## src/design/rvtrap_pkg.sv

```systemverilog
// Package for the RISC-V trap unit: request/response payloads, CSR block,
// architectural state, operation codes and register indexes. No dependencies.
`timescale 1ns / 1ps

package rvtrap_pkg;

   localparam int unsigned XLEN      = 32;
   localparam int unsigned CAUSE_W   = 5;
   localparam int unsigned OP_W      = 3;
   localparam int unsigned PRIV_W    = 2;
   localparam int unsigned CSR_IDX_W = 3;

   localparam logic [OP_W-1:0] OP_RAISE_INT = 3'd0;
   localparam logic [OP_W-1:0] OP_CLEAR_PEND = 3'd1;
   localparam logic [OP_W-1:0] OP_TAKE_INT  = 3'd2;
   localparam logic [OP_W-1:0] OP_EXCEPTION = 3'd3;
   localparam logic [OP_W-1:0] OP_MRET      = 3'd4;
   localparam logic [OP_W-1:0] OP_SRET      = 3'd5;

   localparam logic [CSR_IDX_W-1:0] CSR_MIDELEG = 3'd0;
   localparam logic [CSR_IDX_W-1:0] CSR_MEDELEG = 3'd1;
   localparam logic [CSR_IDX_W-1:0] CSR_MIE     = 3'd2;
   localparam logic [CSR_IDX_W-1:0] CSR_SIE     = 3'd3;
   localparam logic [CSR_IDX_W-1:0] CSR_MTVEC   = 3'd4;
   localparam logic [CSR_IDX_W-1:0] CSR_STVEC   = 3'd5;

   localparam logic [PRIV_W-1:0] PRIV_USER    = 2'd0;
   localparam logic [PRIV_W-1:0] PRIV_SUPER   = 2'd1;
   localparam logic [PRIV_W-1:0] PRIV_MACHINE = 2'd3;

   typedef struct packed {
      logic [OP_W-1:0]    operation;
      logic [CAUSE_W-1:0] cause;
      logic [XLEN-1:0]    fault_value;
      logic [XLEN-1:0]    current_pc;
      logic               waiting;
      logic [XLEN-1:0]    resume_pc;
   } req_type;

   typedef struct packed {
      logic              redirect;
      logic [XLEN-1:0]   target_pc;
      logic [PRIV_W-1:0] privilege;
      logic              left_wait;
      logic [XLEN-1:0]   machine_pending;
      logic [XLEN-1:0]   super_pending;
   } rsp_type;

   typedef struct packed {
      logic [XLEN-1:0] int_deleg;
      logic [XLEN-1:0] exc_deleg;
      logic [XLEN-1:0] mach_int_en;
      logic [XLEN-1:0] super_int_en;
      logic [XLEN-1:0] mach_vector;
      logic [XLEN-1:0] super_vector;
   } cfg_type;

   // Only the status bits that the trap flow touches are kept.
   typedef struct packed {
      logic [PRIV_W-1:0] priv;
      logic              mie;
      logic              mpie;
      logic [PRIV_W-1:0] mpp;
      logic              sie;
      logic              spie;
      logic              spp;
      logic [XLEN-1:0]   mach_pend;
      logic [XLEN-1:0]   super_pend;
      logic [XLEN-1:0]   mach_epc;
      logic [XLEN-1:0]   super_epc;
   } state_type;

   localparam state_type STATE_RESET = {PRIV_MACHINE, {($bits(state_type) - PRIV_W){1'b0}}};

   function automatic logic [CAUSE_W-1:0] lowest_set(input logic [XLEN-1:0] v);
      logic [CAUSE_W-1:0] idx;
      idx = '0;
      for (int i = XLEN - 1; i >= 0; i--) begin
         if (v[i]) begin
            idx = i[CAUSE_W-1:0];
         end
      end
      return idx;
   endfunction

   function automatic logic [XLEN-1:0] vector_target(input logic [XLEN-1:0] vec,
                                                     input logic [CAUSE_W-1:0] cause,
                                                     input logic is_int);
      logic [XLEN-1:0] base;
      base = {vec[XLEN-1:2], 2'b00};
      if (is_int && vec[0]) begin
         base = base + {{(XLEN-CAUSE_W-2){1'b0}}, cause, 2'b00};
      end
      return base;
   endfunction

endpackage

```

## src/design/rvtrap_csr.sv

```systemverilog
// Configuration registers of the trap unit: delegation, enables, vectors.
// Depends on rvtrap_pkg.
`timescale 1ns / 1ps

module rvtrap_csr (
   input  logic                            clock,
   input  logic                            reset,
   input  logic                            csr_valid,
   output logic                            csr_ready,
   input  logic [rvtrap_pkg::CSR_IDX_W-1:0] csr_index,
   input  logic [rvtrap_pkg::XLEN-1:0]     csr_data,
   output rvtrap_pkg::cfg_type             cfg
);
   import rvtrap_pkg::*;

   cfg_type cfg_ff;
   cfg_type cfg_in;

   assign csr_ready = 1'b1;
   assign cfg       = cfg_ff;

   always_comb begin
      cfg_in = cfg_ff;
      if (csr_valid) begin
         case (csr_index)
            CSR_MIDELEG: cfg_in.int_deleg    = csr_data;
            CSR_MEDELEG: cfg_in.exc_deleg    = csr_data;
            CSR_MIE:     cfg_in.mach_int_en  = csr_data;
            CSR_SIE:     cfg_in.super_int_en = csr_data;
            CSR_MTVEC:   cfg_in.mach_vector  = csr_data;
            CSR_STVEC:   cfg_in.super_vector = csr_data;
            default:     cfg_in = cfg_ff;
         endcase
      end
   end

   always_ff @(posedge clock) begin
      if (reset) begin
         cfg_ff <= '0;
      end else begin
         cfg_ff <= cfg_in;
      end
   end

endmodule

```

## src/design/rvtrap_exec.sv

```systemverilog
// Trap datapath: decodes one request against the current state and CSRs,
// producing the response and the next architectural state. Depends on rvtrap_pkg.
`timescale 1ns / 1ps

module rvtrap_exec (
   input  rvtrap_pkg::req_type   req,
   input  rvtrap_pkg::cfg_type   cfg,
   input  rvtrap_pkg::state_type cur,
   output rvtrap_pkg::state_type nxt,
   output rvtrap_pkg::rsp_type   rsp
);
   import rvtrap_pkg::*;

   logic [XLEN-1:0]    bit_mask;
   logic [XLEN-1:0]    epc;
   logic [CAUSE_W-1:0] int_cause;
   logic               int_to_super;
   logic               take_super;
   logic               take_mach;
   logic               do_trap;
   logic               trap_super;
   logic               trap_is_int;
   logic [CAUSE_W-1:0] trap_cause;
   logic [XLEN-1:0]    target;

   assign bit_mask  = {{(XLEN-1){1'b0}}, 1'b1} << req.cause;
   assign epc       = req.waiting ? req.resume_pc : req.current_pc;
   assign int_cause = lowest_set(cur.super_pend);
   assign int_to_super = cfg.int_deleg[int_cause];

   assign take_super = !(!cur.sie && (cur.priv != PRIV_USER) && !req.waiting)
                       && cfg.super_int_en[int_cause];
   assign take_mach  = !(!cur.mie && (cur.priv == PRIV_MACHINE) && !req.waiting)
                       && cfg.mach_int_en[int_cause];

   always_comb begin
      do_trap     = 1'b0;
      trap_super  = 1'b0;
      trap_is_int = 1'b0;
      trap_cause  = req.cause;
      case (req.operation)
         OP_TAKE_INT: begin
            trap_is_int = 1'b1;
            trap_cause  = int_cause;
            trap_super  = int_to_super;
            do_trap     = (int_cause != '0) && (int_to_super ? take_super : take_mach);
         end
         OP_EXCEPTION: begin
            do_trap    = 1'b1;
            trap_super = |(bit_mask & cfg.exc_deleg);
         end
         default: begin
            do_trap = 1'b0;
         end
      endcase
   end

   assign target = vector_target(trap_super ? cfg.super_vector : cfg.mach_vector,
                                 trap_cause, trap_is_int);

   always_comb begin
      nxt           = cur;
      rsp.redirect  = 1'b0;
      rsp.target_pc = '0;
      rsp.left_wait = 1'b0;
      case (req.operation)
         OP_RAISE_INT: begin
            if (|(bit_mask & cfg.int_deleg)) begin
               nxt.super_pend = cur.super_pend | bit_mask;
            end else begin
               nxt.mach_pend = cur.mach_pend | bit_mask;
            end
         end
         OP_CLEAR_PEND: begin
            nxt.super_pend = cur.super_pend & ~bit_mask;
            nxt.mach_pend  = cur.mach_pend & ~bit_mask;
         end
         OP_TAKE_INT, OP_EXCEPTION: begin
            if (do_trap) begin
               rsp.redirect  = 1'b1;
               rsp.target_pc = target;
               rsp.left_wait = req.waiting;
               if (trap_super) begin
                  nxt.spie      = 1'b1;
                  nxt.sie       = 1'b0;
                  nxt.super_epc = epc;
                  nxt.spp       = (cur.priv != PRIV_USER);
                  nxt.priv      = PRIV_SUPER;
               end else begin
                  nxt.mpie     = 1'b1;
                  nxt.mie      = 1'b0;
                  nxt.mach_epc = epc;
                  nxt.mpp      = cur.priv;
                  nxt.priv     = PRIV_MACHINE;
               end
            end
         end
         OP_MRET: begin
            nxt.priv      = cur.mpp;
            nxt.mpp       = PRIV_USER;
            nxt.mie       = cur.mpie;
            nxt.mpie      = 1'b1;
            rsp.redirect  = 1'b1;
            rsp.target_pc = cur.mach_epc;
         end
         OP_SRET: begin
            nxt.priv      = {1'b0, cur.spp};
            nxt.spp       = 1'b0;
            nxt.sie       = cur.spie;
            nxt.spie      = 1'b1;
            rsp.redirect  = 1'b1;
            rsp.target_pc = cur.super_epc;
         end
         default: begin
            nxt = cur;
         end
      endcase
      rsp.privilege       = nxt.priv;
      rsp.machine_pending = nxt.mach_pend;
      rsp.super_pending   = nxt.super_pend;
   end

endmodule

```

## src/design/riscv_trap_unit.sv

```systemverilog
// Top level of the RISC-V machine/supervisor trap unit: request register,
// state registers and response register. Depends on rvtrap_pkg, rvtrap_csr, rvtrap_exec.
`timescale 1ns / 1ps

// Usage:
//   req_*  : one trap-unit request per handshake (raise/clear/take interrupt,
//            exception, mret, sret). Accepted when req_valid and req_ready.
//   rsp_*  : exactly one response per request, in request order.
//   csr_*  : CSR writes (delegation, enables, vectors); always ready. Write
//            only while no request is in flight.
//   Path: an accepted request is held in the request stage, then its response
//   is loaded into the response stage (two registers) and shown on rsp_*.
//   Throughput: one request per cycle when not stalled. The trap state is updated
//   in the same edge that loads the response register, so the next request sees it.
//   Stall: while rsp_ready is low the response holds; the request stage keeps
//   one more request and req_ready drops when both stages are full.
//   Reset: synchronous; clears CSRs, pending words, status and epc, sets the
//   privilege to machine mode and empties both stages.

module riscv_trap_unit (
   input  logic                             clock,
   input  logic                             reset,
   input  logic                             req_valid,
   output logic                             req_ready,
   input  rvtrap_pkg::req_type              req_payload,
   output logic                             rsp_valid,
   input  logic                             rsp_ready,
   output rvtrap_pkg::rsp_type              rsp_payload,
   input  logic                             csr_valid,
   output logic                             csr_ready,
   input  logic [rvtrap_pkg::CSR_IDX_W-1:0] csr_index,
   input  logic [rvtrap_pkg::XLEN-1:0]      csr_data
);
   import rvtrap_pkg::*;

   cfg_type   cfg;
   logic      stage_valid_ff;
   req_type   stage_req_ff;
   logic      rsp_valid_ff;
   rsp_type   rsp_ff;
   rsp_type   rsp_in;
   state_type state_ff;
   state_type state_in;
   logic      advance;

   rvtrap_csr u_csr (
      .clock     (clock),
      .reset     (reset),
      .csr_valid (csr_valid),
      .csr_ready (csr_ready),
      .csr_index (csr_index),
      .csr_data  (csr_data),
      .cfg       (cfg)
   );

   rvtrap_exec u_exec (
      .req (stage_req_ff),
      .cfg (cfg),
      .cur (state_ff),
      .nxt (state_in),
      .rsp (rsp_in)
   );

   assign advance     = stage_valid_ff && (!rsp_valid_ff || rsp_ready);
   assign req_ready   = !stage_valid_ff || advance;
   assign rsp_valid   = rsp_valid_ff;
   assign rsp_payload = rsp_ff;

   always_ff @(posedge clock) begin
      if (reset) begin
         stage_valid_ff <= 1'b0;
         rsp_valid_ff   <= 1'b0;
         state_ff       <= STATE_RESET;
      end else begin
         if (req_valid && req_ready) begin
            stage_valid_ff <= 1'b1;
         end else if (advance) begin
            stage_valid_ff <= 1'b0;
         end
         if (advance) begin
            rsp_valid_ff <= 1'b1;
            state_ff     <= state_in;
         end else if (rsp_ready) begin
            rsp_valid_ff <= 1'b0;
         end
      end
   end

   always_ff @(posedge clock) begin
      if (req_valid && req_ready) begin
         stage_req_ff <= req_payload;
      end
      if (advance) begin
         rsp_ff <= rsp_in;
      end
   end

endmodule

```

## config.mk

```make
export PLATFORM = sky130hd
export DESIGN_NAME = riscv_trap_unit
export DESIGN_NICKNAME = d
export VERILOG_FILES = /design/src/design/rvtrap_pkg.sv /design/src/design/rvtrap_csr.sv /design/src/design/rvtrap_exec.sv /design/src/design/riscv_trap_unit.sv
export SDC_FILE = /design/constraint.sdc
export NUM_CORES = 1
export LEC_CHECK = 0
export BUFFER_PORTS_ARGS = -buffer_cell sky130_fd_sc_hd__buf_2
export CAP_MARGIN = 20
export CORE_ASPECT_RATIO = 1.25
export CORE_MARGIN = 2
export CORE_UTILIZATION = 39
export CTS_BUF_LIST = sky130_fd_sc_hd__clkbuf_16
export DETAILED_ROUTE_END_ITERATION = 7
export GPL_TIMING_DRIVEN = 1
export PLACE_DENSITY = 0.68
export SYNTH_ARGS = -nofsm -noshare
export SYNTH_HDL_FRONTEND = slang
export SYNTH_SLANG_ARGS = --single-unit
```

## constraint.sdc

```tcl
create_clock -name clock -period 12.9 [get_ports clock]
set_input_delay 1.29 -clock clock [delete_from_list [all_inputs] [get_ports clock]]
set_output_delay 1.29 -clock clock [all_outputs]
set_load 0.03 [all_outputs]
```

; Yosys cells after proc, flatten, opt, wreduce, memory -nomap -nowiden
; Cells that the tools add are included.
[word_totals]
out_inout_bits = 103
elab_cells = 158
in_bits = 145
reg_bits = 504
[op_classes]
reduce_logical = 41
bitwise = 8
n_lt_le_gt_ge = 1
muxes = 62
n_eq_ne = 14
addsub = 1
shifts = 1
[op_table]
columns = cell, n
row1 = $mux 5, 33
row2 = $mux 32, 5
row3 = $and 32x32->32, 4
row4 = $pmux 64 s2, 1
row5 = $pmux 33 s3, 1
row6 = $or 32x32->32, 2
row7 = $reduce_or 32->1, 2
row8 = $mux 33, 1
row9 = $add 32x7->32, 1
row10 = $not 32->32, 1
row11 = $shl 1x5->32 const A, 1
row12 = $reduce_and 4->1, 4
row13 = $bmux 1 s5, 3
row14 = $reduce_and 2->1, 7
row15 = $eq 3x2->1 const B, 4
row16 = $eq 3x3->1 const B, 4
row17 = $logic_and 1x1->1, 10
row18 = $reduce_bool 2->1, 5
row19 = $mux 1, 9
row20 = $mux 9, 1
row21 = $pmux 4 s2, 1
row22 = $logic_not 1->1, 7
row23 = $eq 3x1->1 const B, 2
row24 = $logic_not 3->1, 2
row25 = other kinds (14), 17

; Longest topological paths before layout
[logic_depth]
word_depth = 40
mapped_depth = 29
mapped_depth_nobuf = 23

; Hierarchy
; From an unflattened synthesis, not the netlist that was laid out.
[hier_totals]
hier_cells = 2564
hier_area_um2 = 26780.7
[by_module_without_submodules]
columns = module, cells_each, seq_area_each_um2, instances, area_per_inst_um2
row1 = riscv_trap_unit, 810, 8938.6, 1, 12400.6
row2 = rvtrap_csr, 666, 3843.7, 1, 7489.7
row3 = rvtrap_exec, 1088, 0.0, 1, 6890.4

; Least setup slack after synthesis
; OpenSTA, ideal clock, no wires.
[synth_path]
kind = reg-to-reg
from = register state_ff[70] (netlist name)
to = register rsp_ff (netlist bit rsp_payload[86]), data pin
setup_time_ns = 0.261
path_slack_ns = 7.317
n_path_buf = 4
path_stages_with_launch = 27
arrival_ns = 5.323
required_time_ns = 12.639
period_less_slack_ns = 5.583
path_cell_list = dfxtp_1 or3_1 o211a_1 or3_4 nor2_2 buf_6 mux2i_1 o21ai_0 or4b_4 a31oi_4 buf_6 buf_4 mux2i_1 inv_1 ha_1 a21o_1 a21oi_1 nor2b_1 o21ai_0 nand2b_1 nand3_1 a21oi_1 or2_2 clkbuf_1 nand3_1 xnor2_1 a221o_1
[synth_rtl]
columns = item, line
row1 = "start, declared", riscv_trap_unit.sv:42  ; state_type state_ff;
row2 = "start signal, assigned", riscv_trap_unit.sv:82  ; state_ff <= state_in;
row3 = "end signal, assigned", riscv_trap_unit.sv:94  ; rsp_ff <= rsp_in;
row4 = "end, declared", riscv_trap_unit.sv:40  ; rsp_type rsp_ff;

==> results summary <==
The top cell type's share of synthesized area came out at 29.6%. After clock tree synthesis, the repair step resized 0 gates. Setup repair after global routing left no endpoint under its margin. After detailed routing, the wire length on met1 is 26.2 mm. For this run, the detailed router's first-pass iteration total came to 8.

The clock tree buffer depth came out at 3. The startpoint identified for the worst register-to-register timing path is state_ff[93]. The global-route wire length before repair came out at 102 mm. The initial DRC count came out at 1730. The clock slew seen by the registers of the worst setup and hold paths came out at 0.07 ns.

The critical path is of the register to register type. The largest individual stage delay along the critical path comes from the cell sky130_fd_sc_hd__nand2_1. The number of antenna violations at the first check in global routing came out at 3. The total of buffers placed on input and output ports is 214. The leakage power of the design came out at 0.00881 uW.

The worst setup path is launched from a register. In the layout the commonest cells are sky130_fd_sc_hd__nand2_1 (610), sky130_fd_sc_hd__a21oi_1 (384), sky130_fd_sc_hd__dfxtp_1 (328). The fmax came out at approximately 140 MHz.

The share of post-route cells with drive strength above 1 is between 15 and 20%. Clock tree synthesis selected as its root buffer the cell sky130_fd_sc_hd__clkbuf_16. The number of distinct library cells after synthesis came out at 95.

STA classifies the critical path endpoint as a register. The cell area after synthesis is 22200 sq um. The simple-gate portion of the synthesized area came out at between 10% and 20%.

The number of cells on the worst reg-to-reg path came out at 24. The number of top-level design ports came out at ~250. Sequential elements use between 50% and 60% of the synthesized area. In the final timing run, aggregate negative setup slack is 0 ns. In the final layout, the multi-input gates occupy 9620 sq um. For the worst-skew pair, the clock arrives at the later sink with an insertion delay of 0.63 ns. Compared with the post-synthesis result, the final layout area differs by 14.3%. The worst voltage drop across the vdd grid came out at 0.138 mV. The combined global-route utilization of all metal layers is 22.5%.

The cell row count came out at 97. The run finished with clean final reports. Detailed routing placed a total of around 33 mm of wire on met2. The endpoint with the worst hold slack is state_ff[133].

The die is 217 microns wide. The synthesized netlist devotes under 10% of its cell area to XOR and XNOR gates. The deepest level of the CTS H-tree came out at 2.

The core footprint came out at 56200 sq um. The delay contributed by the slowest stage of the critical path is 0.64 ns. The worst hold path passes through 2 cells.

The relative slew slack is 21.6%. The reported max-cap violation count is 0. The number of pins exceeding their max-slew limit in the final report is 0. The number of hold-repair buffers added at the cts stage came out at 0. The area share of fa/ha/maj cells after synthesis is 0.372%. The library cell used most frequently in the layout, excluding fill and tap cells, is sky130_fd_sc_hd__nand2_1. The setup skew after layout came out at 0.0374 ns. By instance count, the cell type seen most on the critical path is sky130_fd_sc_hd__nor2_1.

The net count of the finished layout is 2680. After synthesis, the largest family of logic cells by area is simple AND/OR/NAND/NOR gates. The number of post-CTS setup repair buffers came out at 0. Of all flip-flops after synthesis, the portion carrying an async set or reset was 0%. The wire length on met3 came out at ~4.6 mm.

The die boundary height is 271 microns. The predominant post-synthesis flop cell is sky130_fd_sc_hd__dfxtp_1. The maximum number of pins on one net before global-route repair is 163. The detailed-route wire length per cell is 20.5 microns. The TritonCTS clock tree is yes. Yosys attributes the largest share of cell area to sky130_fd_sc_hd__dfxtp_1 (30%), sky130_fd_sc_hd__edfxtp_1 (23%), sky130_fd_sc_hd__nand2_1 (10%). 0 antenna diodes ended up in the layout.

The HPWL after detailed placement is 45.2 mm. In this run the critical register-to-register path is captured at rsp_payload[96]. Routability-driven placement finished with a final weighted congestion of between 0.9 and 1. For this design the ratio of total power to cell area is 132 nW/um^2. The number of nets in the synthesized netlist is ~2600. The via count of the first global-routing pass is 17600. The synthesized netlist devotes between 10% and 20% of its cell area to compound gates.

The cell count after placement is 3214. The setup slack on the worst flop-to-flop path came out at around 5.8 ns. The slew at the pin closest to its max-slew limit is roughly 1.2 ns. The instance count of the mapped netlist came out at 2405.

The maximum net fanout on the critical path came out at 38. The number of remaining DRC errors came out at 0. The effective utilization at floorplan came out at 39.5%.

The arrival time at the worst endpoint is 7.56 ns. STA puts the critical path data required time at 13.34 ns. The clock sink count is ~500. The via-per-instance ratio came out at roughly 5.6. The sequential cell area is 11800 sq um. The average instance in the mapped netlist occupies 9.22 sq um. The number of synthesized flops with an enable pin is 173. The critical path goes through nor2_1 -> a221oi_1 -> nor4_1 -> o21bai_1 -> nand2_1 -> nor2_1 -> o32ai_2 -> or4b_4 -> a31oi_4 -> buf_4 -> mux2i_1 -> inv_1 -> ha_1 -> a21o_1 -> a21oi_1 -> nor2b_1 -> o21ai_0 -> nand2b_1 -> nand3_1 -> nor3_1 -> nor2_1 -> nor2_1 -> and3_1 -> o32ai_1. The area enclosed by the die boundary came out at 58800 sq um. The worst hold path begins at state_ff[133]. The period utilization came out at 55.2%. The type of the tightest min-delay check is register to register. The multiplexer area fraction after synthesis came out at 5.43%.

The total count of hold-check failures in the final report came out at 0. The routed design has 67.8 mm of wire. The filler cells instantiated in the layout total 5283. Routed signal wires occupy layers up through met5. The number of CTS-inserted buffers came out at 50.

The number of setup violations in the final report is 0. The shortest clock period the worst path allows after layout came out at 7.12 ns. The yosys synthesis warning count is 0. The flip-flop and latch count after synthesis came out at 501.

The final cell count without fillers is 3311. sky130_fd_sc_hd__dfxtp_1 takes more of the synthesized area than any other cell. The sum of overflow across all layers after global routing came out at 0. The detail route stage leaves a number of antenna-violating nets equal to 0. The total number of vias is between 15000 and 20000.
[Yosys cell counts (5+ instances only)]
cell type and count:
sky130_fd_sc_hd__and3_1 13, sky130_fd_sc_hd__a211oi_1 29, sky130_fd_sc_hd__nand3b_1 5, sky130_fd_sc_hd__nor2b_1 15
sky130_fd_sc_hd__o21bai_1 6, sky130_fd_sc_hd__or4_1 6, sky130_fd_sc_hd__a22o_1 13, sky130_fd_sc_hd__or2_2 5
sky130_fd_sc_hd__o221ai_1 9, sky130_fd_sc_hd__mux2i_1 78, sky130_fd_sc_hd__o22ai_1 17, sky130_fd_sc_hd__ha_1 5
sky130_fd_sc_hd__xnor2_1 14, sky130_fd_sc_hd__nor2_2 11, sky130_fd_sc_hd__buf_1 6, sky130_fd_sc_hd__a21o_1 6
sky130_fd_sc_hd__and4_1 5, sky130_fd_sc_hd__a221oi_1 8, sky130_fd_sc_hd__buf_4 9, sky130_fd_sc_hd__buf_2 14
sky130_fd_sc_hd__nand4_1 17, sky130_fd_sc_hd__buf_6 8, sky130_fd_sc_hd__o31ai_1 11, sky130_fd_sc_hd__nand2b_1 10
sky130_fd_sc_hd__nand2_1 610, sky130_fd_sc_hd__inv_1 19, sky130_fd_sc_hd__nor3_1 17, sky130_fd_sc_hd__nand3_1 48
sky130_fd_sc_hd__mux4_2 5, sky130_fd_sc_hd__dfxtp_1 328, sky130_fd_sc_hd__nor4_1 12, sky130_fd_sc_hd__o211ai_1 7
sky130_fd_sc_hd__nor2_1 139, sky130_fd_sc_hd__o21ai_0 23, sky130_fd_sc_hd__mux2_2 24, sky130_fd_sc_hd__and2_1 8
sky130_fd_sc_hd__edfxtp_1 173, sky130_fd_sc_hd__a31oi_1 9, sky130_fd_sc_hd__a211oi_2 37, sky130_fd_sc_hd__clkbuf_1 129
sky130_fd_sc_hd__a22oi_1 20, sky130_fd_sc_hd__xor2_1 16, sky130_fd_sc_hd__a21oi_1 384
[cell type report]
class                      count  area share (%)
sequential                   501            46.4
multi-input combinational   1717            37.9
clock buffer                  53            5.23
timing repair buffer         239            5.30
inverter                      20           0.316
clock inverter                39            1.15
tap                          742            3.66
[logic make-up after synthesis]
family,Yosys count
AND/OR/NAND/NOR,948
AO/OA/AOI/OAI,622
flip-flops,501
buffers and inverters,187
multiplexers,110
XOR/XNOR,30
adder cells (fa/ha/maj),6
other,1
[critical path, delay by kind of cell, from the launching register on]
family	cells	cell delay [ns]
buffers and inverters	2	0.55
muxes	1	0.41
adders and majority gates	1	0.30
DFF	1	0.48
and+or+nand+nor	12	3.17
AOI/OAI and AO/OA	8	1.95
[flip-flops by register name, summed over array words and instances, names as in the netlist]
register,cells
stage_valid_ff,1
state_ff,137
rsp_payload,100
u_csr.cfg,189
rsp_valid,1
stage_req_ff,73
[metal layers]
| metal | vias to the layer above | track usage [%] |
|---|---|---|
| met5 | - | 0 |
| met4 | 2 | 13.2 |
| met3 | 206 | 3.65 |
| met2 | 729 | 38.0 |
| met1 | 8844 | 26.9 |
| li1 | 8726 | - |
[where the power goes]
part | switching (uW) | total (uW) | internal [uW]
logic | 161 | 219 | 57.9
registers | 21.7 | 1700 | 1670
clock network | 648 | 1440 | 789
[through the flow]
stage	hold slack [ns]	worst slack (ns)	power, uW	utilization, %	cell area (sq um)
4_1_cts	0.452	5.83	3380	44.9	25200
6_report	0.450	5.78	3350	45.1	25400
2_1_floorplan	0.425	7.32	1860	-	22200
3_5_place_dp	0.442	5.85	1950	42.0	23600
5_1_grt	0.469	5.19	3460	45.1	25400
3_3_place_gp	0.438	5.90	1940	42.0	23600
[how the worst max path moves through the flow]
stage	startpoint	to	slack, ns	depth (start not counted)
6_report	state_ff[93]	rsp_payload[96]	5.78	24
5_1_grt	state_ff[93]	rsp_payload[96]	5.19	24
4_1_cts	state_ff[93]	rsp_payload[98]	5.83	24
3_5_place_dp	state_ff[93]	rsp_payload[98]	5.85	24
3_3_place_gp	state_ff[88]	rsp_payload[98]	5.90	24
2_1_floorplan	state_ff[70]	rsp_payload[86]	7.32	26
Power figures use the tool's default switching activity.
